$ cat src/hw/rtl/nip_pkg.sv
// shared types and constants of the nec infrared pulse decoder
// no dependencies; imported by nip_window and nec_ir_pulse_decoder
`default_nettype none

package nip_pkg;

  localparam int unsigned PeriodW = 16;
  localparam int unsigned TolW    = 6;
  localparam int unsigned CountW  = 6;
  localparam int unsigned KeyW    = 8;
  localparam int unsigned FrameW  = 32;
  localparam int unsigned CfgIdxW = 3;
  localparam int unsigned ProdW   = PeriodW + TolW;

  // x / 100 for x below 2**22 as (x * RecipMul) >> RecipShift
  localparam int unsigned RecipShift = 29;
  localparam int unsigned RecipW     = 23;
  localparam logic [RecipW-1:0] RecipMul = 23'd5368710;

  localparam logic [KeyW-1:0]    NoKey        = 8'hFF;
  localparam logic [CountW-1:0]  FullCount    = 6'd32;
  localparam logic [CountW-1:0]  OverCount    = 6'd33;
  localparam logic [TolW-1:0]    TolReset     = 6'd5;
  localparam logic [PeriodW-1:0] StartReset   = 16'd13500;
  localparam logic [PeriodW-1:0] EndReset     = 16'd40450;
  localparam logic [PeriodW-1:0] OneReset     = 16'd2245;
  localparam logic [PeriodW-1:0] ZeroReset    = 16'd1135;
  localparam logic [1:0]         SettleCycles = 2'd3;

  typedef enum logic [CfgIdxW-1:0] {
    CfgTolerance = 3'd0,
    CfgStart     = 3'd1,
    CfgEnd       = 3'd2,
    CfgOne       = 3'd3,
    CfgZero      = 3'd4
  } cfg_idx_e;

  // open window: lo < period < hi
  typedef struct packed {
    logic [PeriodW-1:0] lo;
    logic [PeriodW:0]   hi;
  } win_t;

endpackage

`default_nettype wire

$ cat src/hw/rtl/nip_window.sv
// window bound unit: nominal +/- (nominal * tolerance / 100), three register stages
// depends on nip_pkg
`default_nettype none

module nip_window (
  input  wire logic                        clk_i,
  input  wire logic [nip_pkg::PeriodW-1:0] nominal_i,
  input  wire logic [nip_pkg::TolW-1:0]    tol_i,
  output nip_pkg::win_t                    bounds_o
);
  import nip_pkg::*;

  logic [ProdW-1:0]          prod_d, prod_q;
  logic [PeriodW-1:0]        nom1_q, nom2_q;
  logic [ProdW+RecipW-1:0]   scaled;
  logic [PeriodW-1:0]        dev_d, dev_q;
  win_t                      bounds_d, bounds_q;

  assign prod_d = ProdW'(nominal_i) * ProdW'(tol_i);
  // divide by 100 through the reciprocal; deviation never exceeds nominal
  assign scaled = (ProdW+RecipW)'(prod_q) * (ProdW+RecipW)'(RecipMul);
  assign dev_d  = scaled[RecipShift +: PeriodW];

  always_comb begin
    bounds_d.lo = nom2_q - dev_q;
    bounds_d.hi = {1'b0, nom2_q} + {1'b0, dev_q};
  end

  always_ff @(posedge clk_i) begin
    prod_q   <= prod_d;
    nom1_q   <= nominal_i;
    dev_q    <= dev_d;
    nom2_q   <= nom1_q;
    bounds_q <= bounds_d;
  end

  assign bounds_o = bounds_q;

endmodule

`default_nettype wire

$ cat src/hw/rtl/nec_ir_pulse_decoder.sv
// nec infrared decoder top level: config registers, frame state, result register
// depends on nip_pkg and nip_window
//
//   channel | direction | handshake                 | payload
//   --------+-----------+---------------------------+-------------------------------
//   in      | input     | in_valid_i / in_stall_o   | command_i, period_i
//   out     | output    | out_valid_o / out_stall_i | key_code_o, frame_done_o, bits_seen_o
//   cfg     | input     | cfg_we_i                  | cfg_index_i, cfg_data_i
//
// one word per cycle while the input is not stalled; a word is decoded in its accept
// cycle and its result is registered, so the result appears in the cycle after.
// window bounds come from a three-stage multiply pipeline per window: after reset
// and after every config write the input stalls while they settle.
// the input stalls while the result register holds a word the far side stalls.
`default_nettype none

module nec_ir_pulse_decoder (
  input  wire logic                        clk_i,
  input  wire logic                        rst_ni,
  input  wire logic                        cfg_we_i,
  input  wire logic [nip_pkg::CfgIdxW-1:0] cfg_index_i,
  input  wire logic [nip_pkg::PeriodW-1:0] cfg_data_i,
  input  wire logic                        in_valid_i,
  output logic                             in_stall_o,
  input  wire logic                        command_i,
  input  wire logic [nip_pkg::PeriodW-1:0] period_i,
  output logic                             out_valid_o,
  input  wire logic                        out_stall_i,
  output logic [nip_pkg::KeyW-1:0]         key_code_o,
  output logic                             frame_done_o,
  output logic [nip_pkg::CountW-1:0]       bits_seen_o
);
  import nip_pkg::*;

  logic [TolW-1:0]    tol_q;
  logic [PeriodW-1:0] start_q, end_q, one_q, zero_q;
  logic [1:0]         settle_q;

  logic [FrameW-1:0]  frame_q, frame_d;
  logic [CountW-1:0]  count_q, count_d;
  logic [KeyW-1:0]    key_q, key_d;
  logic               done_d;

  logic               out_valid_q;
  logic [KeyW-1:0]    out_key_q;
  logic               out_done_q;
  logic [CountW-1:0]  out_count_q;

  win_t win_start, win_end, win_one, win_zero;
  logic hit_start, hit_end, hit_one, hit_zero;
  logic in_acc, out_acc;

  nip_window u_win_start (.clk_i, .nominal_i(start_q), .tol_i(tol_q), .bounds_o(win_start));
  nip_window u_win_end   (.clk_i, .nominal_i(end_q),   .tol_i(tol_q), .bounds_o(win_end));
  nip_window u_win_one   (.clk_i, .nominal_i(one_q),   .tol_i(tol_q), .bounds_o(win_one));
  nip_window u_win_zero  (.clk_i, .nominal_i(zero_q),  .tol_i(tol_q), .bounds_o(win_zero));

  assign hit_start = (period_i > win_start.lo) && ({1'b0, period_i} < win_start.hi);
  assign hit_end   = (period_i > win_end.lo)   && ({1'b0, period_i} < win_end.hi);
  assign hit_one   = (period_i > win_one.lo)   && ({1'b0, period_i} < win_one.hi);
  assign hit_zero  = (period_i > win_zero.lo)  && ({1'b0, period_i} < win_zero.hi);

  assign out_acc    = out_valid_q && !out_stall_i;
  assign in_stall_o = (settle_q != 2'd0) || (out_valid_q && out_stall_i);
  assign in_acc     = in_valid_i && !in_stall_o;

  always_comb begin
    frame_d = frame_q;
    count_d = count_q;
    key_d   = key_q;
    done_d  = 1'b0;
    priority if (command_i) begin
      key_d = NoKey;
    end else if (hit_start) begin
      frame_d = '0;
      count_d = '0;
    end else if (hit_one) begin
      if (count_q < FullCount) begin
        frame_d[count_q[4:0]] = 1'b1;
      end
      if (count_q < OverCount) begin
        count_d = count_q + 1'b1;
      end
    end else if (hit_zero) begin
      if (count_q < OverCount) begin
        count_d = count_q + 1'b1;
      end
    end else if (hit_end) begin
      key_d   = (count_q == FullCount) ? frame_q[23:16] : NoKey;
      frame_d = '0;
      count_d = '0;
      done_d  = 1'b1;
    end else begin
      // unmatched period leaves everything as it is
      done_d = 1'b0;
    end
  end

  // configuration registers and settle counter
  always_ff @(posedge clk_i or negedge rst_ni) begin
    if (!rst_ni) begin
      tol_q    <= TolReset;
      start_q  <= StartReset;
      end_q    <= EndReset;
      one_q    <= OneReset;
      zero_q   <= ZeroReset;
      settle_q <= SettleCycles;
    end else begin
      if (cfg_we_i) begin
        settle_q <= SettleCycles;
        unique case (cfg_index_i)
          CfgTolerance: tol_q   <= cfg_data_i[TolW-1:0];
          CfgStart:     start_q <= cfg_data_i;
          CfgEnd:       end_q   <= cfg_data_i;
          CfgOne:       one_q   <= cfg_data_i;
          CfgZero:      zero_q  <= cfg_data_i;
          default:      tol_q   <= tol_q;
        endcase
      end else if (settle_q != 2'd0) begin
        settle_q <= settle_q - 2'd1;
      end
    end
  end

  // frame state
  always_ff @(posedge clk_i or negedge rst_ni) begin
    if (!rst_ni) begin
      frame_q <= '0;
      count_q <= '0;
      key_q   <= NoKey;
    end else if (in_acc) begin
      frame_q <= frame_d;
      count_q <= count_d;
      key_q   <= key_d;
    end
  end

  // result register
  always_ff @(posedge clk_i or negedge rst_ni) begin
    if (!rst_ni) begin
      out_valid_q <= 1'b0;
    end else if (in_acc) begin
      out_valid_q <= 1'b1;
    end else if (out_acc) begin
      out_valid_q <= 1'b0;
    end
  end

  always_ff @(posedge clk_i) begin
    if (in_acc) begin
      out_key_q   <= key_q;
      out_done_q  <= done_d;
      out_count_q <= count_d;
    end
  end

  assign out_valid_o  = out_valid_q;
  assign key_code_o   = out_key_q;
  assign frame_done_o = out_done_q;
  assign bits_seen_o  = out_count_q;

  a_count_range: assert property (@(posedge clk_i) disable iff (!rst_ni)
    out_valid_o |-> (bits_seen_o <= OverCount))
    else $error("bit count beyond overflow value");

  a_done_clears: assert property (@(posedge clk_i) disable iff (!rst_ni)
    (out_valid_o && frame_done_o) |-> (bits_seen_o == '0))
    else $error("end of frame left a nonzero bit count");

  a_cfg_settle: assert property (@(posedge clk_i) disable iff (!rst_ni)
    cfg_we_i |=> in_stall_o)
    else $error("word taken while window bounds settle");

  a_read_clears: assert property (@(posedge clk_i) disable iff (!rst_ni)
    (in_acc && command_i) |=> (key_q == NoKey))
    else $error("read word did not clear the key");

endmodule

`default_nettype wire

$ cat config.mk
export PLATFORM = sky130hd
export DESIGN_NAME = nec_ir_pulse_decoder
export DESIGN_NICKNAME = d
export VERILOG_FILES = /design/src/hw/rtl/nip_pkg.sv /design/src/hw/rtl/nip_window.sv /design/src/hw/rtl/nec_ir_pulse_decoder.sv
export SDC_FILE = /design/constraint.sdc
export NUM_CORES = 2
export LEC_CHECK = 0
export BUFFER_PORTS_ARGS = -buffer_cell sky130_fd_sc_hd__buf_2
export CAP_MARGIN = 20
export CORE_UTILIZATION = 55
export DETAILED_ROUTE_END_ITERATION = 8
export PLACE_DENSITY = 0.81
export RECOVER_POWER = 50
export SKIP_LAST_GASP = 1
export SLEW_MARGIN = 20
export SYNTH_ARGS = -nofsm -noshare
export SYNTH_HDL_FRONTEND = slang
export SYNTH_SLANG_ARGS = --single-unit
$ cat constraint.sdc
create_clock -name clk_i -period 5.6 [get_ports clk_i]
set_input_delay 0.56 -clock clk_i [delete_from_list [all_inputs] [get_ports clk_i]]
set_output_delay 0.56 -clock clk_i [all_outputs]
set_load 0.1 [all_outputs]
After elaboration in Yosys (flattened, before gate mapping) --
Cells that the tools add are included. W data, S select, Z words.
Word-level totals: register bits after elaboration 546, bits in latches 0, RAM bits 0, memory bits (read-only) 0, bits of input ports 41, word-level logic and storage cells 128, memories 0
Cells by class: add/subtract/negate cells 10, $mul 8, div/mod/pow operators 0, magnitude comparators 12, equal/unequal tests 10, shift-type cells 0, mux-type cells 24, bitwise logic cells 2, reductions and logical operators 25
Operators by type and width (number):
- $mul A22 B22 Y44 const B | 4
- $mux W32 | 5
- $mul A16 B6 Y22 | 4
- $add A16 B16 Y17 | 4
- $lt A16 B17 Y1 | 4
- $gt A16 B16 Y1 | 4
- $sub A16 B16 Y16 | 4
- $mux W8 | 6
- $mux W6 | 6
- $or A32 B32 Y32 | 1
- $lt A6 B6 Y1 const B | 2
- $reduce_and A2 Y1 | 5
- $reduce_and A5 Y1 | 2
- $logic_and A1 B1 Y1 | 8
- $reduce_bool A2 Y1 | 4
- $add A6 B1 Y6 const B | 1
- $eq A3 B2 Y1 const B | 2
- $eq A6 B6 Y1 const B | 1
- $lt A5 B6 Y1 const B | 1
- $ne A2 B2 Y1 const B | 3
- $demux W1 S5 | 1
- $ge A5 B1 Y1 const B | 1
- $mux W1 | 4
- $mux W2 | 2
- 11 further kinds | 12

Longest topological paths before layout --
depth after elaboration 8, mapped depth 25, mapped depth without buffers 25

By module --
A second synthesis with hierarchy kept.
Unflattened totals: cell total of the unflattened synthesis 6655, area, all modules 66138.4 um^2
By module, submodules not included:
- nip_window at u_win_one | times used 1, cells an instance 1511, area each 14844.2 um^2
- nip_window at u_win_end | times used 1, cells an instance 1516, area each 14780.4 um^2
- nip_window at u_win_zero | times used 1, cells an instance 1467, area each 14645.3 um^2
- nip_window at u_win_start | times used 1, cells an instance 1401, area each 14242.4 um^2
- nec_ir_pulse_decoder | times used 1, cells an instance 760, area each 7626.1 um^2

Least setup slack after synthesis --
OpenSTA, ideal clock, no wires.
path kind register to register, from reg u_win_zero.prod_q[11], to reg u_win_zero.dev_q[14], setup time 0.072 ns, data arrival time 5.986 ns, path slack -0.458 ns, cell stages (with the launch flop) 24, cell sequence dfxtp_1 -> ha_1 -> inv_1 -> fa_1 -> fa_1 -> inv_1 -> fa_1 -> fa_1 -> fa_1 -> inv_1 -> fa_1 -> inv_1 -> ha_1 -> a211oi_1 -> o21ai_0 -> a2111oi_2 -> a21oi_1 -> o2111ai_1 -> a21boi_0 -> a21oi_1 -> o21a_1 -> o21bai_1 -> a21oi_1 -> xnor2_1
Between the ends: word-level cells in the longest chain between the ends 1
RTL lines:
- start: declaration | RTL line nip_window.sv:13 | logic [ProdW-1:0] prod_d, prod_q;
- start signal: assignment | RTL line nip_window.sv:30 | prod_q <= prod_d;
- $mul A22 B22 Y44 | RTL line nip_window.sv:21 | assign scaled = (ProdW+RecipW)'(prod_q) * (ProdW+RecipW)'(RecipMul);
- via u_win_zero.scaled[43] | RTL line nip_window.sv:15 | logic [ProdW+RecipW-1:0] scaled;
- end signal: assignment | RTL line nip_window.sv:32 | dev_q <= dev_d;
- end: declaration | RTL line nip_window.sv:16 | logic [PeriodW-1:0] dev_d, dev_q;
The timed path passes the listed nets, and every way through them passes these cells. A chain may end at the register's enable or synchronous reset.

Final worst setup path --
from reg u_win_one.prod_q[11], to reg u_win_one.dev_q[5]
Between the ends: word-level cells in the longest chain between the ends 1
RTL lines (RTL line):
- start: declaration | nip_window.sv:13
- start signal: assignment | nip_window.sv:30
- $mul A22 B22 Y44 | nip_window.sv:21
- via u_win_one.scaled[34] | nip_window.sv:15
- end signal: assignment | nip_window.sv:32
- end: declaration | nip_window.sv:16
The timed path passes the listed nets, and every way through them passes these cells.

==> results.py <==
metrics = {
    "grt": {
        "grt_max_degree": 57,
        "grt_pass1_vias": 49927,
        "antenna_found_initial": 25,
        "grt_pass1_wl_um": 254600,
        "overflow": 0,
        "grtUsageTotal_pct": 27.09,
    },
    "setup_path": {
        "crit_required_ns": 6.16,
        "crit_path_end_kind": "flop",
        "startpoint_type": "flop",
        "r2r_slack_ns": -0.74,
        "crit_path_frequent_cell": "inv_2",
        "reg2regPathDepth": 24,
        "critPathArrivalTime_ns": 6.90,
        "path_class": "flop to flop",
        "critPathMaxFanout": 5,
        "critPathBufInv": 5,
        "cp_num_cells": 24,
        "critPathTopFamily": "adder cells",
        "cpPeakStageDelay_ns": 0.59,
        "path_cells": "ha_4 > inv_2 > fa_1 > fa_2 > inv_2 > fa_2 > fa_2 > fa_1 > inv_2 > fa_1 > inv_2 > ha_4 > nand4_1 > o21ai_2 > o31ai_2 > a21oi_2 > a211oi_2 > buf_6 > nor2b_4 > o21a_1 > o21a_1 > o21a_1 > nor2_1 > xnor2_1",
        "slowest_stage": "fa_2",
    },
    "detailed_routing": {
        "routed_via_density": 5.377,
        "drt_wl_total_um": 160500,
        "vias": 45905,
        "ant_nets": 0,
        "drc": 0,
        "drtPass1Iterations": 7,
        "first_iter_violations": 2695,
        "post_drt_wl_per_cell_um": 18.80,
    },
    "yosys": {
        "synth_cells": 6357,
        "synth_cell_type_count": 83,
        "ys_top_cells_by_count": "1611 x inv_1, 1325 x ha_1, 948 x fa_1, 408 x dfxtp_1, 358 x nand2_1",
        "synth_warnings": 0,
        "synth_top_area_share_pct": 29.35,
        "yosys.area.top_type": "fa_1",
        "synth-edff-count": 15,
        "synthesis.nets": 8671,
        "async_reset_ff_share_pct": 18.34,
        "syn_avg_cell_area_um2": 10.17,
        "synth.area.top_cells": "fa_1 29%, ha_1 26%, dfxtp_1 13%",
        "synthAdderAreaFrac_pct": 54.98,
        "synth_compound_area_share_pct": 6.998,
        "synth_xor_area_share_pct": 2.939,
        "synth_area_um2": 64670,
        "yosys_most_used_dff": "dfxtp_1",
        "synthMostInstantiatedCell": "inv_1",
        "ys_seq_area_share_pct": 17.08,
        "synth_top_family_by_area": "adder cells",
        "synthSimpleGateAreaFrac_pct": 6.884,
        "ys_seq_elements": 518,
        "muxShareOfSynthArea_pct": 1.374,
    },
    "timing": {
        "setup_viol": 70,
        "fin_crit_ns": 6.343,
        "skew_ns": 0.02962,
        "fin_crit_sh_pct": 113.3,
        "max_freq_mhz": 157.7,
        "rsz0062_at_grt": "true",
        "worst_pin_slew_ns": 2.454,
        "fin_ws_ns": -0.7430,
        "setup_tns_ns": -22.74,
        "relSlewSlack_pct": -63.58,
        "final-hold-violation-count": 0,
        "drv_slew": 58,
    },
    "layout": {
        "drive_above_1_share_pct": 16.80,
        "fin_cells": 8537,
        "area_delta_synth_final_pct": 15.96,
        "fin_nets": 9276,
    },
    "cts": {
        "cts-root-buf": "clkbuf_16",
        "cts_tree": "yes",
        "clock_path_buffers": 3,
        "path_clk_slew_ns": 0.06,
        "htreeDepth": 2,
        "clock_latency_ns": 0.63,
        "cts_sinks": 518,
        "cts_buffers": 53,
    },
    "run_status": {
        "violations": "max-capacitance violations, max-slew violations, negative setup slack",
        "outcome": "complete, but fails checks",
    },
    "die": {
        "die_x_um": 344.9,
        "dieHeight_um": 344.9,
        "start_util_pct": 55.58,
        "rows": 125,
        "io_pins": 58,
        "core_um2": 116400,
        "die_area_um2": 119000,
    },
    "placed_design": {
        "portBuffers": 57,
        "dp_cells": 8363,
        "gp_congestion": 0.9590,
        "hpwl_um": 129500,
    },
    "run": {
        "drv_cap": 2,
    },
    "min_path": {
        "worst_hold_path_type": "input port to flop",
        "min_path_cells": 3,
    },
}
worst paths after layout:
path / start / end
worst max-delay path: u_win_one.prod_q[11] / u_win_one.dev_q[5]
min in group asynchronous: rst_ni / frame_q[21]
worst min-delay path: out_stall_i / out_valid_o
max in group asynchronous: rst_ni / tol_q[4]
worst max register to register: u_win_one.prod_q[11] / u_win_one.dev_q[5]
worst min register to register: u_win_zero.nom1_q[4] / u_win_zero.nom2_q[4]
final cells by class:
cell class	count	area, um2
Antenna cell	7	17.52
Clock buffer	69	1468
Clock inverter	30	404.1
Fill cell	8518	41370
Inverter	1611	6047
Multi-Input combinational cell	4160	49160
Sequential cell	518	11220
Tap cell	1524	1907
Timing Repair Buffer	618	4760
per-stage QoR:
| stage | cell area, um2 | hold slack, ns | setup WS (ns) | utilization, % |
|---|---|---|---|---|
| after detailed placement | 70820 | 0.3121 | -0.7916 | 60.86 |
| final | 74990 | 0.2054 | -0.7430 | 64.44 |
| after global routing | 74990 | 0.2184 | -0.8827 | 64.44 |
| after floorplan | 65060 | 0.2644 | -0.2320 | - |
| after CTS | 74160 | 0.1731 | -0.5928 | 63.73 |
| after global placement | 70820 | 0.3106 | -0.7014 | 60.86 |
repair_timing:
item / 4_1_cts / 5_1_grt
pin swaps: 169 / 143
hold buffers: 1 / 0
setup endpoints to repair: 63 / 71
endpoints found under the hold margin: 26 / 0
resized for setup: 237 / 150
setup buffers: 51 / 32
logic make-up after synthesis:
| kind of cell | after synthesis |
|---|---|
| AOI/OAI and AO/OA | 646 |
| adders and majority gates | 2273 |
| DFF | 518 |
| and+or+nand+nor | 944 |
| xor gates and xnor gates | 217 |
| muxes | 80 |
| buffers and inverters | 1679 |
per-layer routing:
layer | global-route usage [%] | vias up | wire [um]
met5 | 0 | - | 157
met2 | 47.05 | 1404 | 78540
met1 | 34.60 | 22740 | 65430
li1 | - | 21302 | -
met4 | 8.875 | 28 | 6581
met3 | 3.903 | 431 | 9782
cell usage in the layout (no fill, tap or decap), types with 19 or more instances in the layout:
master / netlist / layout
o21bai_1: 34 / 34
nand2_1: 358 / 354
fa_2: 0 / 47
dfrtp_1: 57 / 53
buf_4: 0 / 502
nand4_1: 20 / 20
ha_4: 0 / 75
nor2b_1: 53 / 50
nand3_1: 46 / 45
buf_2: 0 / 55
a21oi_1: 184 / 157
dfxtp_4: 0 / 41
mux2_2: 70 / 69
fa_1: 948 / 901
xnor2_1: 162 / 153
clkbuf_16: 0 / 54
ha_1: 1325 / 1241
buf_6: 0 / 43
o2111ai_1: 22 / 19
xor2_1: 55 / 52
o21ai_0: 67 / 59
a21oi_2: 7 / 32
dfstp_1: 0 / 31
inv_1: 1611 / 1555
nor2_1: 191 / 180
nor3_1: 56 / 47
and3_1: 28 / 28
o21a_1: 53 / 51
dfxtp_1: 408 / 351
and2_1: 117 / 108
inv_2: 0 / 56
o21ai_1: 30 / 27
a21o_1: 94 / 94
nand2b_1: 22 / 20
registers in the layout, summed over array words and instances (netlist names), 22 cells and up:
register,count
u_win_start.prod_q,22
u_win_start.bounds_o,32
u_win_end.prod_q,22
u_win_end.bounds_o,32
u_win_one.prod_q,22
u_win_zero.prod_q,22
u_win_zero.bounds_o,32
u_win_one.bounds_o,32
worst register-to-register path: cells and delay by family (launching register included):
| kind | cells | cell delay [ns] |
|---|---|---|
| compound gates | 7 | 1.33 |
| xor+xnor | 1 | 0.12 |
| fa+ha+maj | 8 | 3.65 |
| buf+inv | 5 | 0.38 |
| flops | 1 | 0.39 |
| simple gates | 3 | 0.40 |
Power is not shown: default switching activity piles up to over one toggle a cycle in this logic, so the estimate is an artifact.
